[config.mk]
export PLATFORM = sky130hd
export DESIGN_NAME = point_set_normalize_2d_unit
export DESIGN_NICKNAME = d
export VERILOG_FILES = /design/src/rtl/core/psn_pkg.sv /design/src/rtl/core/point_set_normalize_2d_unit.sv /design/src/rtl/core/psn_ram.sv /design/src/rtl/core/psn_queue.sv /design/src/rtl/core/psn_front.sv /design/src/rtl/core/psn_div.sv /design/src/rtl/core/psn_back.sv
export SDC_FILE = /design/constraint.sdc
export NUM_CORES = 2
export LEC_CHECK = 0
export ABC_AREA = 1
export BUFFER_PORTS_ARGS = -buffer_cell sky130_fd_sc_hd__buf_2
export CAP_MARGIN = 40
export CORE_MARGIN = 2
export CORE_UTILIZATION = 50
export CTS_CLUSTER_DIAMETER = 60
export DETAILED_ROUTE_END_ITERATION = 6
export GPL_TIMING_DRIVEN = 0
export PLACE_DENSITY = 0.63
export SLEW_MARGIN = 15
export SYNTH_ARGS = -nofsm -noshare
export SYNTH_HDL_FRONTEND = slang
export SYNTH_SLANG_ARGS = --single-unit
[constraint.sdc]
create_clock -name clk -period 17.31 [get_ports clk]
set_clock_uncertainty 0.2 [all_clocks]
set_input_delay 0.8655 -clock clk [delete_from_list [all_inputs] [get_ports clk]]
set_output_delay 0.8655 -clock clk [all_outputs]
set_load 0.05 [all_outputs]
[src/rtl/core/psn_pkg.sv]
// Shared types and constants for the 2D point set normalization unit.
// No dependencies; every other file of the block but psn_ram imports this package.
package psn_pkg;

  localparam int MAX_POINTS = 64;
  localparam int COORD_BITS = 12;
  localparam int IDX_W      = $clog2(MAX_POINTS);
  localparam int CNT_W      = IDX_W + 1;
  localparam int POINT_W    = 2 * COORD_BITS;
  localparam int SUM_W      = COORD_BITS + IDX_W;
  localparam int CTR_W      = COORD_BITS + 8;
  localparam int DIFF_W     = CTR_W + 2;
  localparam int SCALE_W    = 24;
  localparam int DIV_W      = SUM_W + 8;
  localparam int DVSR_W     = CTR_W + 1;
  localparam int DIV_CNT_W  = $clog2(DIV_W);
  localparam int PROD_W     = SCALE_W + 1 + DIFF_W;
  localparam int NORM_W     = 24;
  localparam int OFS_W      = 32;
  localparam int Q_DEPTH    = 2;
  localparam int Q_PTR_W    = 1;
  localparam int OUT_DATA_W = 184;

  // One closed point set handed from the loader to the compute side.
  typedef struct packed {
    logic [CNT_W-1:0] cnt;
    logic [SUM_W-1:0] sum_u;
    logic [SUM_W-1:0] sum_v;
  } job_t;

  typedef struct packed {
    logic busy;
  } back_stat_t;

endpackage

[src/rtl/core/point_set_normalize_2d_unit.sv]
// Top level of the 2D point set normalization unit; needs psn_pkg, psn_ram,
// psn_queue, psn_front and psn_back. Points load at one per cycle while the
// unit is idle. After the final point: two divides for the centroid, a scan
// for the largest offset, the scale divide (skipped for a degenerate set),
// the offsets, then the points one at a time; input waits until the set is
// out. Synchronous reset leaves the store as is.
module point_set_normalize_2d_unit
  import psn_pkg::*;
(
  input  logic                  clk,
  input  logic                  rst_n,
  input  logic                  in_tvalid,
  output logic                  in_tready,
  input  logic [23:0]           in_tdata,   // point_u, point_v
  input  logic                  in_tlast,   // is_final
  output logic                  out_tvalid,
  input  logic                  out_tready,
  // index, norm_u, norm_v, center_u, center_v, scale, offset_u, offset_v
  output logic [OUT_DATA_W-1:0] out_tdata,
  output logic                  out_tlast,  // run_end
  output logic                  out_tuser   // degenerate
);

  logic               q_push, q_pop, q_empty, q_full;
  job_t               push_job, pop_job;
  back_stat_t         back_stat;
  logic               ram_we;
  logic [IDX_W-1:0]   ram_waddr, ram_raddr;
  logic [POINT_W-1:0] ram_wdata, ram_rdata;

  psn_front u_front (
    .clk       (clk),
    .rst_n     (rst_n),
    .in_tvalid (in_tvalid),
    .in_tready (in_tready),
    .in_tdata  (in_tdata),
    .in_tlast  (in_tlast),
    .q_empty   (q_empty),
    .back_stat (back_stat),
    .q_push    (q_push),
    .q_job     (push_job),
    .ram_we    (ram_we),
    .ram_waddr (ram_waddr),
    .ram_wdata (ram_wdata)
  );

  psn_queue u_queue (
    .clk      (clk),
    .rst_n    (rst_n),
    .push     (q_push && !q_full),
    .push_job (push_job),
    .pop      (q_pop),
    .pop_job  (pop_job),
    .empty    (q_empty),
    .full     (q_full)
  );

  psn_ram #(
    .WIDTH (POINT_W),
    .DEPTH (MAX_POINTS)
  ) u_store (
    .clk   (clk),
    .we    (ram_we),
    .waddr (ram_waddr),
    .wdata (ram_wdata),
    .raddr (ram_raddr),
    .rdata (ram_rdata)
  );

  psn_back u_back (
    .clk        (clk),
    .rst_n      (rst_n),
    .q_empty    (q_empty),
    .q_job      (pop_job),
    .q_pop      (q_pop),
    .back_stat  (back_stat),
    .ram_raddr  (ram_raddr),
    .ram_rdata  (ram_rdata),
    .out_tvalid (out_tvalid),
    .out_tready (out_tready),
    .out_tdata  (out_tdata),
    .out_tlast  (out_tlast),
    .out_tuser  (out_tuser)
  );

endmodule

[src/rtl/core/psn_ram.sv]
// Generic single write, single read port RAM with registered read data.
// No dependencies.
module psn_ram #(
  parameter int WIDTH = 8,
  parameter int DEPTH = 16
) (
  input  logic                     clk,
  input  logic                     we,
  input  logic [$clog2(DEPTH)-1:0] waddr,
  input  logic [WIDTH-1:0]         wdata,
  input  logic [$clog2(DEPTH)-1:0] raddr,
  output logic [WIDTH-1:0]         rdata
);

  logic [WIDTH-1:0] mem [DEPTH];

  always_ff @(posedge clk) begin
    if (we) begin
      mem[waddr] <= wdata;
    end
    rdata <= mem[raddr];
  end

endmodule

[src/rtl/core/psn_queue.sv]
// Short job queue between the point loader and the compute sequencer.
// Depends on psn_pkg.
module psn_queue
  import psn_pkg::*;
(
  input  logic clk,
  input  logic rst_n,
  input  logic push,
  input  job_t push_job,
  input  logic pop,
  output job_t pop_job,
  output logic empty,
  output logic full
);

  job_t               slot_r [Q_DEPTH];
  logic [Q_PTR_W-1:0] wptr_r, rptr_r;
  logic [Q_PTR_W:0]   cnt_r;

  assign empty   = (cnt_r == '0);
  assign full    = (cnt_r == (Q_PTR_W+1)'(Q_DEPTH));
  assign pop_job = slot_r[rptr_r];

  always_ff @(posedge clk) begin
    if (push && !full) begin
      slot_r[wptr_r] <= push_job;
    end
    if (!rst_n) begin
      wptr_r <= '0;
      rptr_r <= '0;
      cnt_r  <= '0;
    end else begin
      if (push && !full) begin
        wptr_r <= wptr_r + 1'b1;
      end
      if (pop && !empty) begin
        rptr_r <= rptr_r + 1'b1;
      end
      cnt_r <= cnt_r + (Q_PTR_W+1)'(push && !full) - (Q_PTR_W+1)'(pop && !empty);
    end
  end

endmodule

[src/rtl/core/psn_front.sv]
// Point loader: accepts points, writes the store, keeps count and sums.
// Depends on psn_pkg; pushes one job into psn_queue per closed set.
module psn_front
  import psn_pkg::*;
(
  input  logic               clk,
  input  logic               rst_n,
  input  logic               in_tvalid,
  output logic               in_tready,
  input  logic [23:0]        in_tdata,   // point_u, point_v
  input  logic               in_tlast,   // is_final
  input  logic               q_empty,
  input  back_stat_t         back_stat,
  output logic               q_push,
  output job_t               q_job,
  output logic               ram_we,
  output logic [IDX_W-1:0]   ram_waddr,
  output logic [POINT_W-1:0] ram_wdata
);

  logic [CNT_W-1:0]      cnt_r, cnt_nxt;
  logic [SUM_W-1:0]      su_r, su_nxt, sv_r, sv_nxt;
  logic [COORD_BITS-1:0] pu, pv;
  logic                  acc, room;

  // The store is shared with the compute side, so a new set waits for it.
  assign in_tready = q_empty && !back_stat.busy;
  assign acc       = in_tvalid && in_tready;
  assign pu        = in_tdata[COORD_BITS-1:0];
  assign pv        = in_tdata[2*COORD_BITS-1:COORD_BITS];
  assign room      = (cnt_r < CNT_W'(MAX_POINTS));

  assign ram_we    = acc && room;
  assign ram_waddr = cnt_r[IDX_W-1:0];
  assign ram_wdata = {pv, pu};

  always_comb begin
    cnt_nxt = cnt_r;
    su_nxt  = su_r;
    sv_nxt  = sv_r;
    if (acc && room) begin
      cnt_nxt = cnt_r + 1'b1;
      su_nxt  = su_r + SUM_W'(pu);
      sv_nxt  = sv_r + SUM_W'(pv);
    end
  end

  assign q_push    = acc && in_tlast;
  assign q_job.cnt   = cnt_nxt;
  assign q_job.sum_u = su_nxt;
  assign q_job.sum_v = sv_nxt;

  always_ff @(posedge clk) begin
    if (!rst_n) begin
      cnt_r <= '0;
      su_r  <= '0;
      sv_r  <= '0;
    end else if (q_push) begin
      cnt_r <= '0;
      su_r  <= '0;
      sv_r  <= '0;
    end else begin
      cnt_r <= cnt_nxt;
      su_r  <= su_nxt;
      sv_r  <= sv_nxt;
    end
  end

endmodule

[src/rtl/core/psn_div.sv]
// Restoring unsigned divider, one quotient bit per cycle.
// Depends on psn_pkg; shared by the centroid and scale computations.
module psn_div
  import psn_pkg::*;
(
  input  logic              clk,
  input  logic              rst_n,
  input  logic              start,
  input  logic [DIV_W-1:0]  dividend,
  input  logic [DVSR_W-1:0] divisor,
  output logic              done,
  output logic [DIV_W-1:0]  quotient
);

  logic                 busy_r, done_r;
  logic [DIV_CNT_W-1:0] cnt_r;
  logic [DVSR_W-1:0]    dvsr_r, rem_r, rem_nxt;
  logic [DIV_W-1:0]     quo_r;
  logic [DVSR_W:0]      trial;
  logic                 qbit;

  assign trial = {rem_r, quo_r[DIV_W-1]};

  always_comb begin
    qbit    = (trial >= {1'b0, dvsr_r});
    rem_nxt = qbit ? DVSR_W'(trial - {1'b0, dvsr_r}) : trial[DVSR_W-1:0];
  end

  assign done     = done_r;
  assign quotient = quo_r;

  always_ff @(posedge clk) begin
    if (!rst_n) begin
      busy_r <= 1'b0;
      done_r <= 1'b0;
      cnt_r  <= '0;
    end else begin
      done_r <= 1'b0;
      if (start) begin
        busy_r <= 1'b1;
        cnt_r  <= '0;
      end else if (busy_r) begin
        cnt_r <= cnt_r + 1'b1;
        if (cnt_r == DIV_CNT_W'(DIV_W - 1)) begin
          busy_r <= 1'b0;
          done_r <= 1'b1;
        end
      end
    end
    if (start) begin
      dvsr_r <= divisor;
      rem_r  <= '0;
      quo_r  <= dividend;
    end else if (busy_r) begin
      rem_r <= rem_nxt;
      quo_r <= {quo_r[DIV_W-2:0], qbit};
    end
  end

endmodule

[src/rtl/core/psn_back.sv]
// Compute sequencer: centroid, largest u offset, scale, offsets, and the
// emission of every normalized point. Depends on psn_pkg and psn_div.
module psn_back
  import psn_pkg::*;
(
  input  logic                  clk,
  input  logic                  rst_n,
  input  logic                  q_empty,
  input  job_t                  q_job,
  output logic                  q_pop,
  output back_stat_t            back_stat,
  output logic [IDX_W-1:0]      ram_raddr,
  input  logic [POINT_W-1:0]    ram_rdata,
  output logic                  out_tvalid,
  input  logic                  out_tready,
  output logic [OUT_DATA_W-1:0] out_tdata,
  output logic                  out_tlast,
  output logic                  out_tuser
);

  typedef enum logic [3:0] {
    S_IDLE, S_DIVU, S_DIVV, S_MRD, S_MCMP, S_DIVS, S_OFFU, S_OFFV, S_OFFW,
    S_ERD, S_EMU, S_EMV, S_ENV
  } state_t;

  localparam int RND_W = PROD_W - 8;

  state_t                  state_r;
  logic [CNT_W-1:0]        n_r;
  logic [SUM_W-1:0]        sv_r;
  logic [IDX_W-1:0]        idx_r;
  logic [CTR_W-1:0]        cu_r, cv_r;
  logic signed [DIFF_W-1:0] maxd_r, dv_r;
  logic [SCALE_W-1:0]      scale_r;
  logic                    degen_r;
  logic signed [PROD_W-1:0] prod_r;
  logic signed [NORM_W-1:0] nu_r;
  logic signed [OFS_W-1:0]  offu_r, offv_r;

  logic                    div_start, div_done;
  logic [DIV_W-1:0]        div_dividend, div_q;
  logic [DVSR_W-1:0]       div_divisor;

  logic [COORD_BITS-1:0]   pu, pv;
  logic signed [DIFF_W-1:0] du, dv, dmax;
  logic signed [DIFF_W-1:0] mul_b;
  logic signed [PROD_W-1:0] mul_p;
  logic signed [RND_W-1:0]  rnd;
  logic signed [NORM_W-1:0] norm_sat;
  logic signed [OFS_W-1:0]  ofs_sat;
  logic                    last_pt, out_load;

  psn_div u_div (
    .clk      (clk),
    .rst_n    (rst_n),
    .start    (div_start),
    .dividend (div_dividend),
    .divisor  (div_divisor),
    .done     (div_done),
    .quotient (div_q)
  );

  assign back_stat.busy = (state_r != S_IDLE);
  assign q_pop          = (state_r == S_IDLE) && !q_empty;
  assign ram_raddr      = idx_r;
  assign last_pt        = ({1'b0, idx_r} == n_r - 1'b1);

  assign pu = ram_rdata[COORD_BITS-1:0];
  assign pv = ram_rdata[2*COORD_BITS-1:COORD_BITS];
  assign du = $signed({2'b00, pu, 8'h00}) - $signed({2'b00, cu_r});
  assign dv = $signed({2'b00, pv, 8'h00}) - $signed({2'b00, cv_r});
  // Running maximum including the point being compared this cycle.
  assign dmax = (idx_r == '0 || du > maxd_r) ? du : maxd_r;

  // Divider operands: centroid sums while loading the job, then 2^24 / offset.
  always_comb begin
    div_start    = 1'b0;
    div_dividend = '0;
    div_divisor  = '0;
    unique case (state_r)
      S_IDLE: begin
        div_start    = !q_empty;
        div_dividend = {q_job.sum_u, 8'h00} + DIV_W'(q_job.cnt >> 1);
        div_divisor  = DVSR_W'(q_job.cnt);
      end
      S_DIVU: begin
        div_start    = div_done;
        div_dividend = {sv_r, 8'h00} + DIV_W'(n_r >> 1);
        div_divisor  = DVSR_W'(n_r);
      end
      S_MCMP: begin
        // The scale divide starts as the last point is compared, if the largest offset is positive.
        div_start    = last_pt && (dmax > 0);
        div_dividend = (DIV_W'(1) << SCALE_W) + DIV_W'(dmax >>> 1);
        div_divisor  = DVSR_W'(dmax);
      end
      default: begin
      end
    endcase
  end

  // One multiplier, shared by the offset terms and the per-point products.
  always_comb begin
    unique case (state_r)
      S_OFFU:  mul_b = $signed({2'b00, cu_r});
      S_OFFV:  mul_b = $signed({2'b00, cv_r});
      S_EMU:   mul_b = du;
      default: mul_b = dv_r;
    endcase
    mul_p = $signed({1'b0, scale_r}) * mul_b;
  end

  always_comb begin
    rnd = RND_W'((prod_r + PROD_W'(128)) >>> 8);
    if (rnd > $signed(RND_W'((1 << (NORM_W - 1)) - 1))) begin
      norm_sat = {1'b0, {(NORM_W-1){1'b1}}};
    end else if (rnd < -$signed(RND_W'(1 << (NORM_W - 1)))) begin
      norm_sat = {1'b1, {(NORM_W-1){1'b0}}};
    end else begin
      norm_sat = NORM_W'(rnd);
    end
    // The offset product is never negative, so only the low bound can clip.
    if (rnd >= $signed(RND_W'(64'd1 << (OFS_W - 1)))) begin
      ofs_sat = {1'b1, {(OFS_W-1){1'b0}}};
    end else begin
      ofs_sat = -$signed(OFS_W'(rnd));
    end
  end

  assign out_load = (state_r == S_ENV) && (!out_tvalid || out_tready);

  always_ff @(posedge clk) begin
    if (!rst_n) begin
      state_r    <= S_IDLE;
      out_tvalid <= 1'b0;
    end else begin
      if (out_load) begin
        out_tvalid <= 1'b1;
      end else if (out_tready) begin
        out_tvalid <= 1'b0;
      end
      unique case (state_r)
        S_IDLE: begin
          if (!q_empty) begin
            n_r     <= q_job.cnt;
            sv_r    <= q_job.sum_v;
            state_r <= S_DIVU;
          end
        end
        S_DIVU: begin
          if (div_done) begin
            cu_r    <= div_q[CTR_W-1:0];
            state_r <= S_DIVV;
          end
        end
        S_DIVV: begin
          if (div_done) begin
            cv_r    <= div_q[CTR_W-1:0];
            idx_r   <= '0;
            state_r <= S_MRD;
          end
        end
        S_MRD: begin
          state_r <= S_MCMP;
        end
        S_MCMP: begin
          maxd_r <= dmax;
          if (last_pt) begin
            state_r <= S_DIVS;
          end else begin
            idx_r   <= idx_r + 1'b1;
            state_r <= S_MRD;
          end
        end
        S_DIVS: begin
          // Entered with the largest offset settled; a nonpositive one skips the divide.
          if (maxd_r <= 0) begin
            degen_r <= 1'b1;
            scale_r <= '0;
            state_r <= S_OFFU;
          end else if (div_done) begin
            degen_r <= 1'b0;
            scale_r <= div_q[SCALE_W] ? {SCALE_W{1'b1}} : div_q[SCALE_W-1:0];
            state_r <= S_OFFU;
          end
        end
        S_OFFU: begin
          prod_r  <= mul_p;
          state_r <= S_OFFV;
        end
        S_OFFV: begin
          offu_r  <= ofs_sat;
          prod_r  <= mul_p;
          state_r <= S_OFFW;
        end
        S_OFFW: begin
          offv_r  <= ofs_sat;
          idx_r   <= '0;
          state_r <= S_ERD;
        end
        S_ERD: begin
          state_r <= S_EMU;
        end
        S_EMU: begin
          prod_r  <= mul_p;
          dv_r    <= dv;
          state_r <= S_EMV;
        end
        S_EMV: begin
          nu_r    <= norm_sat;
          prod_r  <= mul_p;
          state_r <= S_ENV;
        end
        S_ENV: begin
          if (out_load) begin
            out_tdata  <= {2'b00, offv_r, offu_r, scale_r, cv_r, cu_r,
                           norm_sat, nu_r, idx_r};
            out_tlast  <= last_pt;
            out_tuser  <= degen_r;
            idx_r      <= idx_r + 1'b1;
            state_r    <= last_pt ? S_IDLE : S_ERD;
          end
        end
        default: state_r <= S_IDLE;
      endcase
    end
  end

endmodule

# After elaboration in Yosys (flattened, before gate mapping)
# Memories as Yosys holds them, arrays and structs flattened. A register that Yosys moved wholly into a read port is not among the register bits.
# Cells that the tools add are included.
dict set report op_classes {
  bitwise_logic 3
  order_cmp 8
  eq_ne 21
  mul 1
  n_addsub 18
  n_reduce_logical 41
  n_mux 42
}
# op count
set ops {}
lappend ops {{two-way mux 24 bit} 4}
lappend ops {{case mux 26 bit (3 select lines)} 1}
lappend ops {{case mux 22 bit (3 select lines)} 1}
lappend ops {{case mux 21 bit (3 select lines)} 1}
lappend ops {{adder 26 x 6 -> 26 bit} 2}
lappend ops {{two-way mux 26 bit} 2}
lappend ops {{case mux 4 bit (13 select lines)} 1}
lappend ops {{adder 47 x 9 -> 47 bit, second input constant} 1}
lappend ops {{multiplier 25 x 22 -> 47 bit} 1}
lappend ops {{subtractor 20 x 20 -> 21 bit} 2}
lappend ops {{greater-or-equal comparator 39 x 33 -> 1 bit, second input constant} 1}
lappend ops {{> comparator 39 x 24 -> 1 bit, second input constant} 1}
lappend ops {{less-than comparator 39 x 24 -> 1 bit, second input constant} 1}
lappend ops {{adder 18 x 12 -> 18 bit} 2}
lappend ops {{two-way mux 18 bit} 2}
lappend ops {{two-way mux 32 bit} 1}
lappend ops {{negation 32 bit} 1}
lappend ops {{two-way mux 4 bit} 7}
lappend ops {{adder 26 x 21 -> 26 bit, first input constant} 1}
lappend ops {{case mux 6 bit (4 select lines)} 1}
lappend ops {{greater-or-equal comparator 22 x 21 -> 1 bit} 1}
lappend ops {{> comparator 21 x 22 -> 1 bit} 1}
lappend ops {{> comparator 22 x 1 -> 1 bit, second input constant} 1}
lappend ops {{less-or-equal comparator 22 x 1 -> 1 bit, second input constant} 1}
lappend ops {{41 further kinds} 96}
dict set report totals {
  in_bits 29
  out_inout_bits 188
  mem_bits_rw 1622
  memories 2
  reg_bits 586
  wordCells 166
}
# name words width read_ports rd_clocked_by_memory_dff wr line_no
set memory_table {}
lappend memory_table {u_store.mem 64 24 1 1 1 psn_ram.sv:15} ;# logic [WIDTH-1:0] mem [DEPTH];
lappend memory_table {u_queue.slot_r 2 43 1 1 1 psn_queue.sv:16} ;# job_t slot_r [Q_DEPTH];

# Logic depth before layout (Yosys ltp)
dict set report logic_depth {
  word_depth 9
  depth_mapped 41
  depth_no_buf 40
}

# Cells and area by module
# A second synthesis with hierarchy kept.
dict set report hier_totals {
  cells_unflattened 10645
  area_unflattened_um2 112860.7
}
# module n_inst area_each_um2 cells_per_inst seq_area_each_um2
set by_module_without_submodules {}
lappend by_module_without_submodules {psn_ram 1 62746.4 5230 46604.7}
lappend by_module_without_submodules {psn_back 1 38270.5 4051 13643.1}
lappend by_module_without_submodules {psn_div 1 4589.4 600 1971.9}
lappend by_module_without_submodules {psn_front 1 3688.5 590 860.8}
lappend by_module_without_submodules {psn_queue 1 3555.9 172 2682.6}
lappend by_module_without_submodules {point_set_normalize_2d_unit 1 10.0 2 0.0}

# Worst setup path after synthesis
# OpenSTA, ideal clock, no wires.
dict set report synth_path {
  path_type {input -> register}
  start {in rst_n}
  end {reg u_back.out_tdata[0] (enable)}
  arrival_time_ns 13.696
  n_path_buf 1
  setup_slack_ns 2.461
  stages 3
  required_time_ns 16.157
  setup_time_ns 0.953
  cell_sequence {clkbuf_1 > inv_1 > nor3_1}
}
dict set report synth_between {
  elab_chain_len 1
}
# element line_no
set synth_lines {}
lappend synth_lines {{start: declaration} point_set_normalize_2d_unit.sv:11} ;# input logic rst_n,
lappend synth_lines {{AND reduction 3 bit (no line)} --}
lappend synth_lines {{end signal: assignment} psn_back.sv:216} ;# out_tdata <= {2'b00, offv_r, offu_r, scale_r, cv_r, cu_r,
lappend synth_lines {{end: declaration} psn_back.sv:16} ;# output logic [OUT_DATA_W-1:0] out_tdata,
# Every way passes these cells.
# A chain may end at the register's enable or synchronous reset.

# Final worst setup path
dict set report layout_path {
  start {reg u_back.cu_r[0]}
  end {reg u_back.prod_r[37] (data pin)}
}
dict set report layout_between {
  elab_chain_len 3
}
# element line_no
set layout_lines {}
lappend layout_lines {{start: declaration} psn_back.sv:32} ;# logic [CTR_W-1:0] cu_r, cv_r;
lappend layout_lines {{start signal: assignment} psn_back.sv:152} ;# cu_r <= div_q[CTR_W-1:0];
lappend layout_lines {{subtractor 20 x 20 -> 21 bit} psn_back.sv:70} ;# assign du = $signed({2'b00, pu, 8'h00}) - $signed({2'b00, cu_r});
lappend layout_lines {{case mux 22 bit (3 select lines) (*)} psn_back.sv:104} ;# unique case (state_r)
lappend layout_lines {{multiplier 25 x 22 -> 47 bit (*)} psn_back.sv:110} ;# mul_p = $signed({1'b0, scale_r}) * mul_b;
lappend layout_lines {{via u_back.mul_p[37]} psn_back.sv:47} ;# logic signed [PROD_W-1:0] mul_p;
lappend layout_lines {{end signal: assignment} psn_back.sv:188} ;# prod_r <= mul_p;
lappend layout_lines {{end signal: assignment} psn_back.sv:193} ;# prod_r <= mul_p;
lappend layout_lines {{end signal: assignment} psn_back.sv:205} ;# prod_r <= mul_p;
lappend layout_lines {{end: declaration} psn_back.sv:36} ;# logic signed [PROD_W-1:0] prod_r;
# The timed path passes the listed nets; every way through them passes the cells marked *.

==> summary.md <==
| Metric | Value |
|---|---|
| Top FF cell, synth | `edfxtp_1` |
| Period utilization | `57.4%` |
| Pre-CTS WS | `7.60 ns` |
| FFs w/ async S/R, synth | `0%` |
| Rel. slew slack | `33.0%` |
| Clock network power share | `34.1%` |
| I/O Pins | `217` |
| CTS sink count | `2225` |
| Required time worst endpoint | `17.70 ns` |
| Logic pwr share | `20.8%` |
| H-tree depth | `4` |
| HP Class | `in -> reg` |
| Avg Inst Size Synth | `11.4 um^2` |
| Share of post-route cells with drive strength above 1 | `9.05%` |
| Peak VDD IR | `0.121 mV` |
| CTS buffer count | `226` |
| Startpoint types | `flop` |
| Antenna violations before repair | `21` |
| Max Buffers Root-to-Sink | `3` |
| Final setup fails | `0` |
| Largest net degree at the start of global routing | `59` |
| Post-CTS sizing | `0` |
| RSZ-0062 raised after global routing | `false` |
| Worst setup slack after layout | `7.37 ns` |
| Crit path DAT | `10.32 ns` |
| YS warnings | `0` |
| Total GRT Usage | `33.0%` |
| Drt first pass iters | `7` |
| Filler cells | `17645` |
| Critical path peak fanout | `10` |
| Sequential cell area fraction in the yosys report | `60.9%` |
| Via count | `78983` |
| Final hold violations | `0` |
| Layout Area Growth over Synthesis | `14.7%` |
| Placer congestion estimate | `1.02` |
| Die X | `469 um` |
| Clock slew at reported path FFs | `0.06 ns` |
| TritonCTS clock tree | `built` |
| Power per cell area | `114 mW/mm^2` |
| Worst path most repeated cell | `inv_1` |
| Commonest non-fill, non-tap cells in the layout | `edfxtp_1 (2120), nand2_1 (1342), nor2_1 (1232)` |
| WL/cell | `27.9 um` |
| Tmin final | `9.94 ns` |
| Slew Limit Fails | `0` |
| First-pass GRT wire length | `522000 um` |
| Crit Path Class | `reg -> reg` |
| Port Buffers | `213` |
| Synth unique cells | `64` |
| Post-DR vias/cell | `6.01` |
| Setup bufs post-CTS | `0` |
| Leak Pwr | `46.5 nW` |
| Starting Density | `50.3%` |
| Max-cap violations | `0` |
| Cell Area, Synth | `0.108 mm^2` |
| Worst path max stage delay | `0.70 ns` |
| Cells after synthesis | `9458` |
| Clk root buf | `clkbuf_16` |
| Post-DP HPWL | `272000 um` |
| Failing checks | `DRC` |
| P_int | `9.75 mW` |
| Status | `complete, but fails checks` |
| Post-cts hold buffer count | `0` |
| Core Rows | `170` |
| Actual slew at the worst max-slew pin | `1.00 ns` |
| Drt total wl | `367000 um` |
| Area after DPL | `0.116 mm^2` |
| Final Instance Area | `0.124 mm^2` |
| Fin nets | `10853` |
| Grt total ovfl | `0` |
| Setup total negative slack | `0 ns` |
| Vias in the first global route | `75805` |
| Design Power | `14.1 mW` |
| CP Capture Type | `flop` |
| Sequential share of power | `45.0%` |
| Switch Pwr | `4.38 mW` |
| CP max-delay cell | `clkbuf_1` |
| Multi-input combinational cell area | `0.0373 mm^2` |
| Initial DRC count | `11093` |
| DIE AREA | `0.220 mm^2` |
| Post-synthesis register bit count | `2225` |
| Commonest non-fill, non-tap cell in the layout | `edfxtp_1` |
| EDFF count, synth | `2120` |
| Skew-Pair Late Insertion Delay | `0.91 ns` |
| Drt drc | `9` |
| Sw Share | `31.0%` |
| Core area | `0.215 mm^2` |
| Fmax | `101 MHz` |
| Final core utilization | `57.7%` |
| Die H | `469 um` |
| Remaining antenna violation count after routing | `0` |
| Register area | `0.0658 mm^2` |
[layer usage]
metal	GRT usage [%]	routed length [um]
met2	50.7	165000
met4	19.1	24600
met5	0	170
met3	7.42	41100
met1	43.4	137000
[final cells by class]
class                   count  share of cell area [%]
clock buffers             277                    4.81
clock inverters           139                    1.13
repair buffers            406                    3.51
diodes                     21                  0.0424
multi-input cells        5791                    30.1
flip-flops and latches   2225                    53.1
well taps                2838                    2.87
inverters                 962                    2.91
plain buffers             481                    1.54
[sequential cells by signal (all words and copies together) (netlist names), 18 cells and up, named ones only]
signal	cells
u_back.offv_r	32
u_back.cv_r	20
u_front.sv_r	18
u_back.offu_r	32
u_back.nu_r	24
u_back.prod_r	40
u_back.dv_r	21
u_back.scale_r	24
u_back.out_tdata	182
u_back.cu_r	20
u_back.u_div.quotient	26
u_store.rdata	24
u_back.u_div.dvsr_r	21
u_back.sv_r	18
u_back.maxd_r	22
u_front.su_r	18
u_store.mem	1536
u_back.u_div.rem_r	21
u_queue.slot_r	86
[metrics by stage]
step	hold slack, ns	std cells
4_1_cts	0.0144	13114
3_5_place_dp	0.205	12698
3_3_place_gp	0.200	12510
2_1_floorplan	0.200	9459
5_1_grt	0.0311	13125
6_report	0.0560	13140
[kinds of logic after synthesis]
| logic type | after synthesis | share of synthesized area, % |
|---|---|---|
| AOI/OAI and AO/OA | 1685 | 9.03 |
| and+or+nand+nor | 3201 | 12.0 |
| buffers and inverters | 1443 | 5.10 |
| xor gates and xnor gates | 172 | 1.42 |
| adders and majority gates | 731 | 11.5 |
| DFF | 2225 | 60.9 |
| other | 1 | 0.00347 |
[Yosys cell counts, drive strengths merged (105+ instances only)]
master / instances / area share, %
o22ai: 236 / 1.4
nand3: 321 / 1.5
a21oi: 223 / 1.1
clkbuf: 415 / 1.4
o21ai: 910 / 4.2
o221ai: 165 / 1.3
nand2: 1350 / 4.7
edfxtp: 2120 / 59
ha: 291 / 3.4
nor2: 1318 / 4.6
dfxtp: 105 / 1.9
inv: 958 / 3.3
xor2: 125 / 1.0
fa: 440 / 8.2
[power groups by stage]
stage	registers (mW)	clock network, mW	logic [mW]
6_report	6.36	4.82	2.94
5_1_grt	6.37	5.06	3.20
4_1_cts	6.36	4.85	2.89
3_5_place_dp	6.47	0	2.88
3_3_place_gp	6.47	0	2.77
2_1_floorplan	6.41	0	1.77
[worst paths after layout]
kind	from	to	depth (start not counted)	slack, ns
worst max-delay path	u_back.cu_r[0]$_DFFE_PP_	u_back.prod_r[37]$_DFFE_PP_	35	7.37
worst min-delay path	in_tdata[18]	u_store.mem[57][18]$_DFFE_PP_	1	0.06
worst max register to register	u_back.cu_r[0]$_DFFE_PP_	u_back.prod_r[37]$_DFFE_PP_	35	7.37
worst min register to register	u_back.nu_r[16]$_DFFE_PP_	u_back.out_tdata[22]$_DFFE_PP_	0	0.18
[critical path, delay by kind of cell, from the launching register on]
kind | cells | cell delay (ns)
buf+inv | 9 | 1.54
fa+ha+maj | 9 | 4.26
flops | 1 | 0.48
xor+xnor | 2 | 0.44
simple gates | 11 | 1.79
compound gates | 4 | 0.89
No activity file was read; power rests on OpenSTA's default activity.
